**config.mk**
```make
export PLATFORM = sky130hd
export DESIGN_NAME = bf_token_runlength_loop_labeler
export DESIGN_NICKNAME = d
export VERILOG_FILES = /design/src/sv/bfrl_pkg.sv /design/src/sv/bfrl_stack.sv /design/src/sv/bf_token_runlength_loop_labeler.sv
export SDC_FILE = /design/constraint.sdc
export NUM_CORES = 2
export LEC_CHECK = 0
export BUFFER_PORTS_ARGS = -buffer_cell sky130_fd_sc_hd__buf_2
export CORE_AREA = 2 2 419 421
export CTS_BUF_LIST = sky130_fd_sc_hd__clkbuf_2 sky130_fd_sc_hd__clkbuf_4 sky130_fd_sc_hd__clkbuf_8
export CTS_CLUSTER_SIZE = 24
export DETAILED_ROUTE_END_ITERATION = 10
export DIE_AREA = 0 0 421 423
export GPL_TIMING_DRIVEN = 0
export HOLD_SLACK_MARGIN = 0.12
export PLACE_DENSITY = 0.56
export SYNTH_ARGS = -nofsm -noshare
export SYNTH_HDL_FRONTEND = slang
export SYNTH_SLANG_ARGS = --single-unit
export TNS_END_PERCENT = 50
```
**constraint.sdc**
```tcl
create_clock -name i_clk -period 4.6 [get_ports i_clk]
set_input_delay 0.92 -clock i_clk [delete_from_list [all_inputs] [get_ports i_clk]]
set_output_delay 0.92 -clock i_clk [all_outputs]
set_load 0.02 [all_outputs]
```
**src/sv/bfrl_pkg.sv**
```systemverilog
// ----------------------------------------------------------------------------
// bfrl_pkg
// Types and constants shared by the token run-length loop labeler: the item
// structs of both channels, command and character codes, and stack control.
// ----------------------------------------------------------------------------
package bfrl_pkg;

    // input item: one program byte plus end marker
    typedef struct packed {
        logic [7:0] character;
        logic       is_end;
    } t_in_item;

    // result item: one command token
    typedef struct packed {
        logic [3:0]  op;
        logic [15:0] count;
        logic [15:0] label;
        logic        error;
        logic        last;
    } t_out_item;

    // stack control and status between the top level and the label stack
    typedef struct packed {
        logic push;
        logic pop;
        logic clear;
    } t_stk_ctl;

    typedef struct packed {
        logic empty;
        logic full;
    } t_stk_status;

    // token opcodes
    localparam logic [3:0] OP_INC   = 4'd0;
    localparam logic [3:0] OP_DEC   = 4'd1;
    localparam logic [3:0] OP_RIGHT = 4'd2;
    localparam logic [3:0] OP_LEFT  = 4'd3;
    localparam logic [3:0] OP_IN    = 4'd4;
    localparam logic [3:0] OP_OUT   = 4'd5;
    localparam logic [3:0] OP_OPEN  = 4'd6;
    localparam logic [3:0] OP_CLOSE = 4'd7;
    localparam logic [3:0] OP_HALT  = 4'd8;

    // program characters
    localparam logic [7:0] CH_PLUS  = 8'h2B;
    localparam logic [7:0] CH_MINUS = 8'h2D;
    localparam logic [7:0] CH_RIGHT = 8'h3E;
    localparam logic [7:0] CH_LEFT  = 8'h3C;
    localparam logic [7:0] CH_COMMA = 8'h2C;
    localparam logic [7:0] CH_DOT   = 8'h2E;
    localparam logic [7:0] CH_OPEN  = 8'h5B;
    localparam logic [7:0] CH_CLOSE = 8'h5D;
    localparam logic [7:0] CH_SPACE = 8'h20;
    localparam logic [7:0] CH_TAB   = 8'h09;
    localparam logic [7:0] CH_CR    = 8'h0D;

    // largest run count
    localparam logic [15:0] COUNT_MAX = 16'hFFFF;

    // register index of merge_runs (paddr bit 2)
    localparam logic REG_MERGE_RUNS = 1'b0;

endpackage

```
**src/sv/bfrl_stack.sv**
```systemverilog
// ----------------------------------------------------------------------------
// bfrl_stack
// Bounded label stack: labels in a memory, the top entry and the entry below
// it kept in registers so that push and pop can follow in every cycle.
// ----------------------------------------------------------------------------
module bfrl_stack #(
    parameter int DEPTH = 64,
    parameter int LB    = 16
) (
    input  logic                  i_clk,
    input  logic                  i_rst_n,
    input  bfrl_pkg::t_stk_ctl    i_ctl,
    input  logic [LB-1:0]         i_push_label,
    output bfrl_pkg::t_stk_status o_status,
    output logic [LB-1:0]         o_top
);

    localparam int LW = $clog2(DEPTH + 1);
    localparam int AW = $clog2(DEPTH);

    logic [LB-1:0] r_mem [DEPTH];
    logic [LB-1:0] r_rd;
    logic [LB-1:0] r_top;
    logic [LB-1:0] r_fwd;
    logic          r_fwd_sel;
    logic [LW-1:0] r_level;
    logic [LW-1:0] n_level;
    logic [LW-1:0] rd_level;
    logic [LB-1:0] below;

    // level update
    always_comb begin
        n_level = r_level;
        if (i_ctl.clear) begin
            n_level = '0;
        end else if (i_ctl.push) begin
            n_level = r_level + LW'(1);
        end else if (i_ctl.pop) begin
            n_level = r_level - LW'(1);
        end
    end

    // prefetch the entry that will sit below the new top
    assign rd_level = n_level - LW'(2);
    assign below    = r_fwd_sel ? r_fwd : r_rd;

    always_ff @(posedge i_clk) begin
        if (!i_rst_n) begin
            r_level   <= '0;
            r_fwd_sel <= 1'b0;
        end else begin
            r_level   <= n_level;
            r_fwd_sel <= i_ctl.push;
        end
    end

    // label memory, one write and one registered read per cycle
    always_ff @(posedge i_clk) begin
        if (i_ctl.push) begin
            r_mem[r_level[AW-1:0]] <= i_push_label;
        end
        r_rd <= r_mem[rd_level[AW-1:0]];
    end

    // top entry and forwarded old top on push
    always_ff @(posedge i_clk) begin
        if (i_ctl.push) begin
            r_top <= i_push_label;
            r_fwd <= r_top;
        end else if (i_ctl.pop) begin
            r_top <= below;
        end
    end

    assign o_status.empty = (r_level == '0);
    assign o_status.full  = (r_level == LW'(DEPTH));
    assign o_top          = r_top;

endmodule

```
**src/sv/bf_token_runlength_loop_labeler.sv**
```systemverilog
// ----------------------------------------------------------------------------
// bf_token_runlength_loop_labeler
// Turns program bytes into command tokens, merges + - > < into counted runs
// while merge_runs is set, and labels loops through a bounded stack of open labels.
// ----------------------------------------------------------------------------
//  channel | direction | handshake                | payload
//  in      | input     | i_in_valid / o_in_ready  | i_in_data  (t_in_item)
//  out     | output    | o_out_valid / i_out_ready| o_out_data (t_out_item)
//  cfg     | input     | psel, penable, pwrite    | paddr, pwdata / prdata
//
// An item is decoded while it sits in the input register and its tokens enter
// the output queue when the item leaves that register, so a token passes the
// input register and the output queue before it can transfer out.
// Items causing zero or one token go at one per cycle while at most two are queued;
// an item's two tokens enter the one-token-per-cycle four-entry queue at once.
// Reset is synchronous and active low; the label memory is not cleared.
// With more than two tokens queued, a waiting item stalls and o_in_ready drops.
// ----------------------------------------------------------------------------
module bf_token_runlength_loop_labeler #(
    parameter int NEST_DEPTH = 64,
    parameter int LABEL_BITS = 16
) (
    input  logic                 i_clk,
    input  logic                 i_rst_n,
    input  logic                 i_in_valid,
    output logic                 o_in_ready,
    input  bfrl_pkg::t_in_item   i_in_data,
    output logic                 o_out_valid,
    input  logic                 i_out_ready,
    output bfrl_pkg::t_out_item  o_out_data,
    input  logic                 psel,
    input  logic                 penable,
    input  logic                 pwrite,
    input  logic [2:0]           paddr,
    input  logic [31:0]          pwdata,
    output logic [31:0]          prdata,
    output logic                 pready
);

    localparam int QD  = 4;
    localparam int QAW = 2;

    // registers
    logic                    r_merge;
    logic                    r_in_valid;
    bfrl_pkg::t_in_item      r_in;
    logic                    r_pend_valid;
    logic [2:0]              r_pend_op;
    logic [15:0]             r_pend_cnt;
    logic [LABEL_BITS-1:0]   r_next_label;
    bfrl_pkg::t_out_item     r_q [QD];
    logic [QAW-1:0]          r_wp;
    logic [QAW-1:0]          r_rp;
    logic [QAW:0]            r_cnt;

    // next values
    logic                    n_pend_valid;
    logic [2:0]              n_pend_op;
    logic [15:0]             n_pend_cnt;
    logic [LABEL_BITS-1:0]   n_next_label;

    logic                    fire;
    logic                    pop;
    logic                    has_flush;
    logic                    has_main;
    logic                    is_run;
    logic [2:0]              run_op;
    logic [1:0]              n_res;
    logic [1:0]              add_n;
    bfrl_pkg::t_out_item     flush_tok;
    bfrl_pkg::t_out_item     main_tok;
    bfrl_pkg::t_out_item     slot0;
    bfrl_pkg::t_out_item     slot1;
    bfrl_pkg::t_stk_ctl      stk_req;
    bfrl_pkg::t_stk_ctl      stk_ctl;
    bfrl_pkg::t_stk_status   stk_st;
    logic [LABEL_BITS-1:0]   stk_top;
    logic [LABEL_BITS+15:0]  lab_ext;
    logic [LABEL_BITS+15:0]  top_ext;
    logic                    cfg_wr;

    // configuration port
    assign pready = 1'b1;
    assign cfg_wr = psel && penable && pwrite && (paddr[2] == bfrl_pkg::REG_MERGE_RUNS);
    assign prdata = (paddr[2] == bfrl_pkg::REG_MERGE_RUNS) ? {31'd0, r_merge} : 32'd0;

    always_ff @(posedge i_clk) begin
        if (!i_rst_n) begin
            r_merge <= 1'b1;
        end else if (cfg_wr) begin
            r_merge <= pwdata[0];
        end
    end

    // handshakes
    assign fire        = r_in_valid && (r_cnt <= (QAW+1)'(QD - 2));
    assign o_in_ready  = !r_in_valid || fire;
    assign o_out_valid = (r_cnt != '0);
    assign pop         = o_out_valid && i_out_ready;
    assign o_out_data  = r_q[r_rp];

    // input register
    always_ff @(posedge i_clk) begin
        if (!i_rst_n) begin
            r_in_valid <= 1'b0;
        end else if (o_in_ready) begin
            r_in_valid <= i_in_valid;
        end
    end

    always_ff @(posedge i_clk) begin
        if (o_in_ready && i_in_valid) begin
            r_in <= i_in_data;
        end
    end

    // low 16 bits of the labels
    assign lab_ext = {16'd0, r_next_label};
    assign top_ext = {16'd0, stk_top};

    // run command decode
    always_comb begin
        is_run = 1'b1;
        run_op = bfrl_pkg::OP_INC[2:0];
        case (r_in.character)
            bfrl_pkg::CH_PLUS:  run_op = bfrl_pkg::OP_INC[2:0];
            bfrl_pkg::CH_MINUS: run_op = bfrl_pkg::OP_DEC[2:0];
            bfrl_pkg::CH_RIGHT: run_op = bfrl_pkg::OP_RIGHT[2:0];
            bfrl_pkg::CH_LEFT:  run_op = bfrl_pkg::OP_LEFT[2:0];
            default:            is_run = 1'b0;
        endcase
    end

    // pending run as a token
    always_comb begin
        flush_tok       = '0;
        flush_tok.op    = {1'b0, r_pend_op};
        flush_tok.count = r_pend_cnt;
    end

    // token generation and state update for the item in the input register
    always_comb begin
        n_pend_valid   = r_pend_valid;
        n_pend_op      = r_pend_op;
        n_pend_cnt     = r_pend_cnt;
        n_next_label   = r_next_label;
        has_flush      = 1'b0;
        has_main       = 1'b0;
        main_tok       = '0;
        main_tok.count = 16'd1;
        stk_req        = '0;
        if (r_in.is_end) begin
            has_flush      = r_pend_valid;
            has_main       = 1'b1;
            main_tok.op    = bfrl_pkg::OP_HALT;
            main_tok.error = !stk_st.empty;
            n_pend_valid   = 1'b0;
            n_pend_op      = '0;
            n_pend_cnt     = 16'd1;
            n_next_label   = '0;
            stk_req.clear  = 1'b1;
        end else begin
            unique case (r_in.character) inside
                bfrl_pkg::CH_SPACE, [bfrl_pkg::CH_TAB:bfrl_pkg::CH_CR]: begin
                end
                bfrl_pkg::CH_OPEN: begin
                    has_flush      = r_pend_valid;
                    n_pend_valid   = 1'b0;
                    n_pend_cnt     = 16'd1;
                    has_main       = 1'b1;
                    main_tok.op    = bfrl_pkg::OP_OPEN;
                    main_tok.label = lab_ext[15:0];
                    main_tok.error = stk_st.full;
                    stk_req.push   = !stk_st.full;
                    n_next_label   = r_next_label + LABEL_BITS'(1);
                end
                bfrl_pkg::CH_CLOSE: begin
                    has_flush    = r_pend_valid;
                    n_pend_valid = 1'b0;
                    n_pend_cnt   = 16'd1;
                    has_main     = 1'b1;
                    main_tok.op  = bfrl_pkg::OP_CLOSE;
                    if (stk_st.empty) begin
                        main_tok.error = 1'b1;
                    end else begin
                        main_tok.label = top_ext[15:0];
                        stk_req.pop    = 1'b1;
                    end
                end
                bfrl_pkg::CH_COMMA, bfrl_pkg::CH_DOT: begin
                    has_flush    = r_pend_valid;
                    n_pend_valid = 1'b0;
                    n_pend_cnt   = 16'd1;
                    has_main     = 1'b1;
                    main_tok.op  = (r_in.character == bfrl_pkg::CH_COMMA) ?
                                   bfrl_pkg::OP_IN : bfrl_pkg::OP_OUT;
                end
                default: begin
                    if (!is_run) begin
                        // unknown byte breaks the run
                        has_flush    = r_pend_valid;
                        n_pend_valid = 1'b0;
                        n_pend_cnt   = 16'd1;
                    end else if (!r_merge) begin
                        has_flush    = r_pend_valid;
                        n_pend_valid = 1'b0;
                        n_pend_cnt   = 16'd1;
                        has_main     = 1'b1;
                        main_tok.op  = {1'b0, run_op};
                    end else if (r_pend_valid && (r_pend_op == run_op) &&
                                 (r_pend_cnt != bfrl_pkg::COUNT_MAX)) begin
                        n_pend_cnt = r_pend_cnt + 16'd1;
                    end else begin
                        has_flush    = r_pend_valid;
                        n_pend_valid = 1'b1;
                        n_pend_op    = run_op;
                        n_pend_cnt   = 16'd1;
                    end
                end
            endcase
        end
    end

    // order the tokens of this item
    always_comb begin
        slot0      = has_flush ? flush_tok : main_tok;
        slot0.last = !(has_flush && has_main);
        slot1      = main_tok;
        slot1.last = 1'b1;
        n_res      = {1'b0, has_flush} + {1'b0, has_main};
        add_n      = fire ? n_res : 2'd0;
        stk_ctl    = fire ? stk_req : '0;
    end

    // run and label state
    always_ff @(posedge i_clk) begin
        if (!i_rst_n) begin
            r_pend_valid <= 1'b0;
            r_pend_op    <= '0;
            r_pend_cnt   <= 16'd1;
            r_next_label <= '0;
        end else if (fire) begin
            r_pend_valid <= n_pend_valid;
            r_pend_op    <= n_pend_op;
            r_pend_cnt   <= n_pend_cnt;
            r_next_label <= n_next_label;
        end
    end

    // label stack
    bfrl_stack #(
        .DEPTH (NEST_DEPTH),
        .LB    (LABEL_BITS)
    ) u_stack (
        .i_clk        (i_clk),
        .i_rst_n      (i_rst_n),
        .i_ctl        (stk_ctl),
        .i_push_label (r_next_label),
        .o_status     (stk_st),
        .o_top        (stk_top)
    );

    // output queue pointers and fill
    always_ff @(posedge i_clk) begin
        if (!i_rst_n) begin
            r_wp  <= '0;
            r_rp  <= '0;
            r_cnt <= '0;
        end else begin
            r_wp  <= r_wp + QAW'(add_n);
            r_rp  <= r_rp + QAW'(pop);
            r_cnt <= r_cnt + (QAW+1)'(add_n) - (QAW+1)'(pop);
        end
    end

    // output queue entries
    always_ff @(posedge i_clk) begin
        if (add_n != 2'd0) begin
            r_q[r_wp] <= slot0;
        end
        if (add_n == 2'd2) begin
            r_q[r_wp + QAW'(1)] <= slot1;
        end
    end

`ifndef SYNTH
    // queue never overfills
    a_q_bound: assert property (@(posedge i_clk) disable iff (!i_rst_n)
        r_cnt <= (QAW+1)'(QD))
        else $error("output queue overfilled");

    // two tokens with no transfer out grow the queue by two
    a_q_two: assert property (@(posedge i_clk) disable iff (!i_rst_n)
        (fire && !pop && (n_res == 2'd2)) |=> (r_cnt == $past(r_cnt) + (QAW+1)'(2)))
        else $error("two-token item not queued");

    // halt returns the run and label state to reset
    a_halt_clear: assert property (@(posedge i_clk) disable iff (!i_rst_n)
        (fire && r_in.is_end) |=> (!r_pend_valid && (r_next_label == '0) && stk_st.empty))
        else $error("state not cleared after halt");

    // error flag only on loop and halt tokens
    a_err_op: assert property (@(posedge i_clk) disable iff (!i_rst_n)
        (o_out_valid && o_out_data.error) |->
        ((o_out_data.op == bfrl_pkg::OP_OPEN) || (o_out_data.op == bfrl_pkg::OP_CLOSE) ||
         (o_out_data.op == bfrl_pkg::OP_HALT)))
        else $error("error flag on a plain token");
`endif

endmodule
```
==> impl_metrics.csv <==
group,metric,value,unit
status,status,"finished clean",
synthesis,syn_avg_cell_area,13.5,µm²
timing,fin_crit_sh,99.0,%
floorplanning,ios,124,
drt,ant_nets,0,
setup_path,cp-start-kind,"register",
cells_and_area,drive_gt1_share,22.1,%
timing,skew,0.0474,ns
global_route,track_usage,17.5,%
setup_path,setup.worst_path.end_class,"register",
timing,fmax,220,MHz
placed_design,place_inst,6323,
synthesis,synth_edf_count,1149,
floorplanning,start_util,29.9,%
floorplanning,core_area,173000,µm²
setup_path,r2r_slack,0.04,ns
min_path,hold_start,"i_in_data[1]",
synthesis,synth_area,51800,µm²
global_route,grt_max_degree,73,
min_path,hold_path_end,"r_in[1]",
timing,slew_headroom,9.87,%
cells_and_area,num-nets-final,4318,
drt,num_vias,34100,
floorplanning,rows,153,
placed_design,place.gp.congestion,0.945,
cells_and_area,layout_commonest_cell,"edfxtp_1",
pwr,power-per-cell-area,368,nW/µm²
timing,rsz0062_at_grt,"true",
drt,drc,0,
global_route,antenna_found_initial,15,
setup_path,required,5.39,ns
drt,wl_per_cell,23.8,µm
placed_design,place_ws,-4.75,ns
setup_path,path_class,"reg2reg",
synthesis,syn_inst,3846,
cells_and_area,fill_cells,16600,
drt,drt-total-wl,160,mm
setup_path,reg2reg_to,"u_stack.r_rd[0]",
placed_design,hpwl,106,mm
min_path,whs_path_depth,1,
cts,cts.clk_slew.worst_paths,0.07,ns
cts,clkLatencyLatePin,0.94,ns
placed_design,port_buffers,57,
setup_path,cp-startpoint,"u_stack.r_level[0]",
setup_path,rr_startpoint,"u_stack.r_level[0]",
timing,drv_slew,0,
cells_and_area,final_core_util,35.9,%
setup_path,path_max_fanout,9,
cells_and_area,area_growth_syn_to_layout,19.9,%
timing,setup_viol,0,
cts,numClockSinks,1285,
timing,hold_viol_final,0,
cts,cts_buffers,195,
cts,cts.path.max_buffers,3,
timing,setup_tns,0,ns
floorplanning,die_w,421,µm
run,drv_cap,0,
timing,fin_crit,4.56,ns
pwr,cellLeakagePower,21.3,nW
setup_path,rr_worst_depth,22,
drt,dr.pass1.iters,6,
floorplanning,die_h,423,µm
min_path,holdCritPathClass,"in2reg",
synthesis,synthArstFlopShare,0,%
global_route,grt_first_pass_wirelength,231,mm
setup_path,critPathArrivalTime,5.35,ns
synthesis,yosysWarningCount,0,
cells_and_area,finalNonFillerCells,6734,
cts,htreeDepth,4,
cts,cts_root_buffer,"clkbuf_8",
synthesis,ys.flop_type,"edfxtp_1",
global_route,first_global_vias,33000,
cells_and_area,layout_common_cells,"edfxtp_1 (1149), nand2_1 (869), nand3_1 (353)",
timing,worst_slew_pin_slew,1.35,ns
pwr,ir_worst_vdd,220,µV
cts,cts_tree,"done",
global_route,gr-total-overflow,0,
floorplanning,die_area,178000,µm²
timing,setup_slack,0.0449,ns
drt,vias_per_cell,5.06,
synthesis,ys_seq_area_share,71.8,%
synthesis,synth_seq_cells,1285,
drt,first_iter_violations,4525,
synthesis,synthDistinctLibCells,86,
==> flip-flops by register name, indices dropped and copies added (netlist names), 2 cells and up <==
| name | flops |
|---|---|
| r_pend_op | 2 |
| u_stack.o_top | 16 |
| u_stack.r_fwd | 16 |
| u_stack.r_level | 7 |
| u_stack.r_rd | 16 |
| r_cnt | 3 |
| u_stack.r_mem | 1024 |
| r_pend_cnt | 16 |
| r_rp | 2 |
| r_q | 152 |
| r_wp | 2 |
| r_in | 9 |
| r_next_label | 16 |
==> routing by layer <==
layer | track usage (%) | part of all wire (%) | routed length, µm
met3 | 3.37 | 8.7 | 14000
met1 | 23.8 | 42 | 66700
met4 | 8.32 | 4.5 | 7170
met5 | 0 | 0.048 | 77
met2 | 27.1 | 45 | 72200
==> stage by stage <==
stage / cell area, µm² / power, W / hold WS, ns
after floorplan: 52000 / 0.0135 / 0.426
after detailed placement: 56500 / 0.0138 / 0.441
final: 62200 / 0.0229 / 0.208
after global routing: 62100 / 0.0236 / 0.164
after CTS: 61900 / 0.0230 / 0.126
after global placement: 55100 / 0.0138 / 0.430
==> report_power, final <==
part	total (W)	internal, W	switching, W
clock network	0.00932	0.00477	0.00455
registers	0.0126	0.0126	0.0000424
logic	0.000918	0.000366	0.000552
total	0.0229	0.0177	0.00514
==> worst max-delay path, cell delays in order, from the launching register on <==
cell      delay, ns
dfxtp_4        0.38
inv_2          0.09
ha_2           0.21
nor2b_4        0.18
nand3_4        0.11
nand3_4        0.16
inv_8          0.05
buf_8          0.12
a22oi_2        0.26
mux2i_2        0.23
buf_4          0.16
ha_4           0.16
nand3b_1       0.12
nor3_2         0.05
a311o_1        0.40
buf_8          0.18
buf_12         0.14
buf_4          0.13
nand2_1        0.21
a311oi_2       0.09
a31oi_1        0.30
nand4_1        0.28
and4_2         0.39
==> cell usage after synthesis, drive strengths merged, types with 7 or more instances <==
cell type  count  share of area (%)
ha            11               0.27
nand4         24               0.29
mux4          92                4.0
a21oi         32               0.31
clkbuf       131               0.95
or3           12               0.14
o21ai         50               0.48
inv           27               0.20
o211ai         7               0.10
nand2b        12               0.14
a31oi         72               0.87
o22ai         35               0.42
nor2b          9               0.11
nor2         230                1.7
nand2        871                6.3
and3          77               0.94
a32oi         16               0.27
xor2          20               0.34
dfxtp        136                5.3
buf          147                1.5
xnor2         15               0.25
mux2i         36               0.70
and2          24               0.29
and4          16               0.27
a22o          75                1.3
nand4b        17               0.29
a311oi        40               0.68
nand3        357                3.4
nor3          26               0.31
edfxtp      1149                 67
==> worst max-delay path by stage <==
stage,endpoint,slack (ns)
floorplan,u_stack.r_rd[14],0.01
global placement,u_stack.r_rd[10],-4.72
detailed placement,u_stack.r_rd[10],-4.75
CTS,u_stack.r_rd[13],-0.01
global route,o_out_data[33],-0.11
finish,u_stack.r_rd[0],0.04
==> timing repair <==
item	4_1_cts	5_1_grt
cloned	2	2
hold endpoints to repair	2	0
resized for setup	303	67
setup buffers	51	14
hold buffers	2	0
endpoints found under the setup margin	214	176
pin swaps	42	20
==> layout make-up <==
cell class | instances | area (µm²) | share of cell area (%)
repair buffers | 190 | 1970 | 3.17
repair inverters | 3 | 22.5 | 0.0362
well taps | 2325 | 2910 | 4.68
flip-flops and latches | 1285 | 37300 | 60.0
multi-input cells | 2286 | 14500 | 23.4
clock inverters | 69 | 405 | 0.652
clock buffers | 276 | 3330 | 5.36
diodes | 6 | 15.0 | 0.0242
inverters | 27 | 134 | 0.215
plain buffers | 267 | 1540 | 2.47
==> logic make-up (layout without fill, tap and decap cells) <==
group / count (synthesis) / after routing / share of synthesized area [%]
adders and majority gates: 12 / 12 / 0.304
AOI/OAI and AO/OA: 372 / 372 / 5.20
muxes: 131 / 131 / 4.76
and+or+nand+nor: 1704 / 1704 / 14.7
xor gates and xnor gates: 35 / 35 / 0.591
DFF: 1285 / 1285 / 71.8
buffers and inverters: 305 / 832 / 2.66
other: 2 / 38 / 0.0145
(Power assumes the default switching activity.)
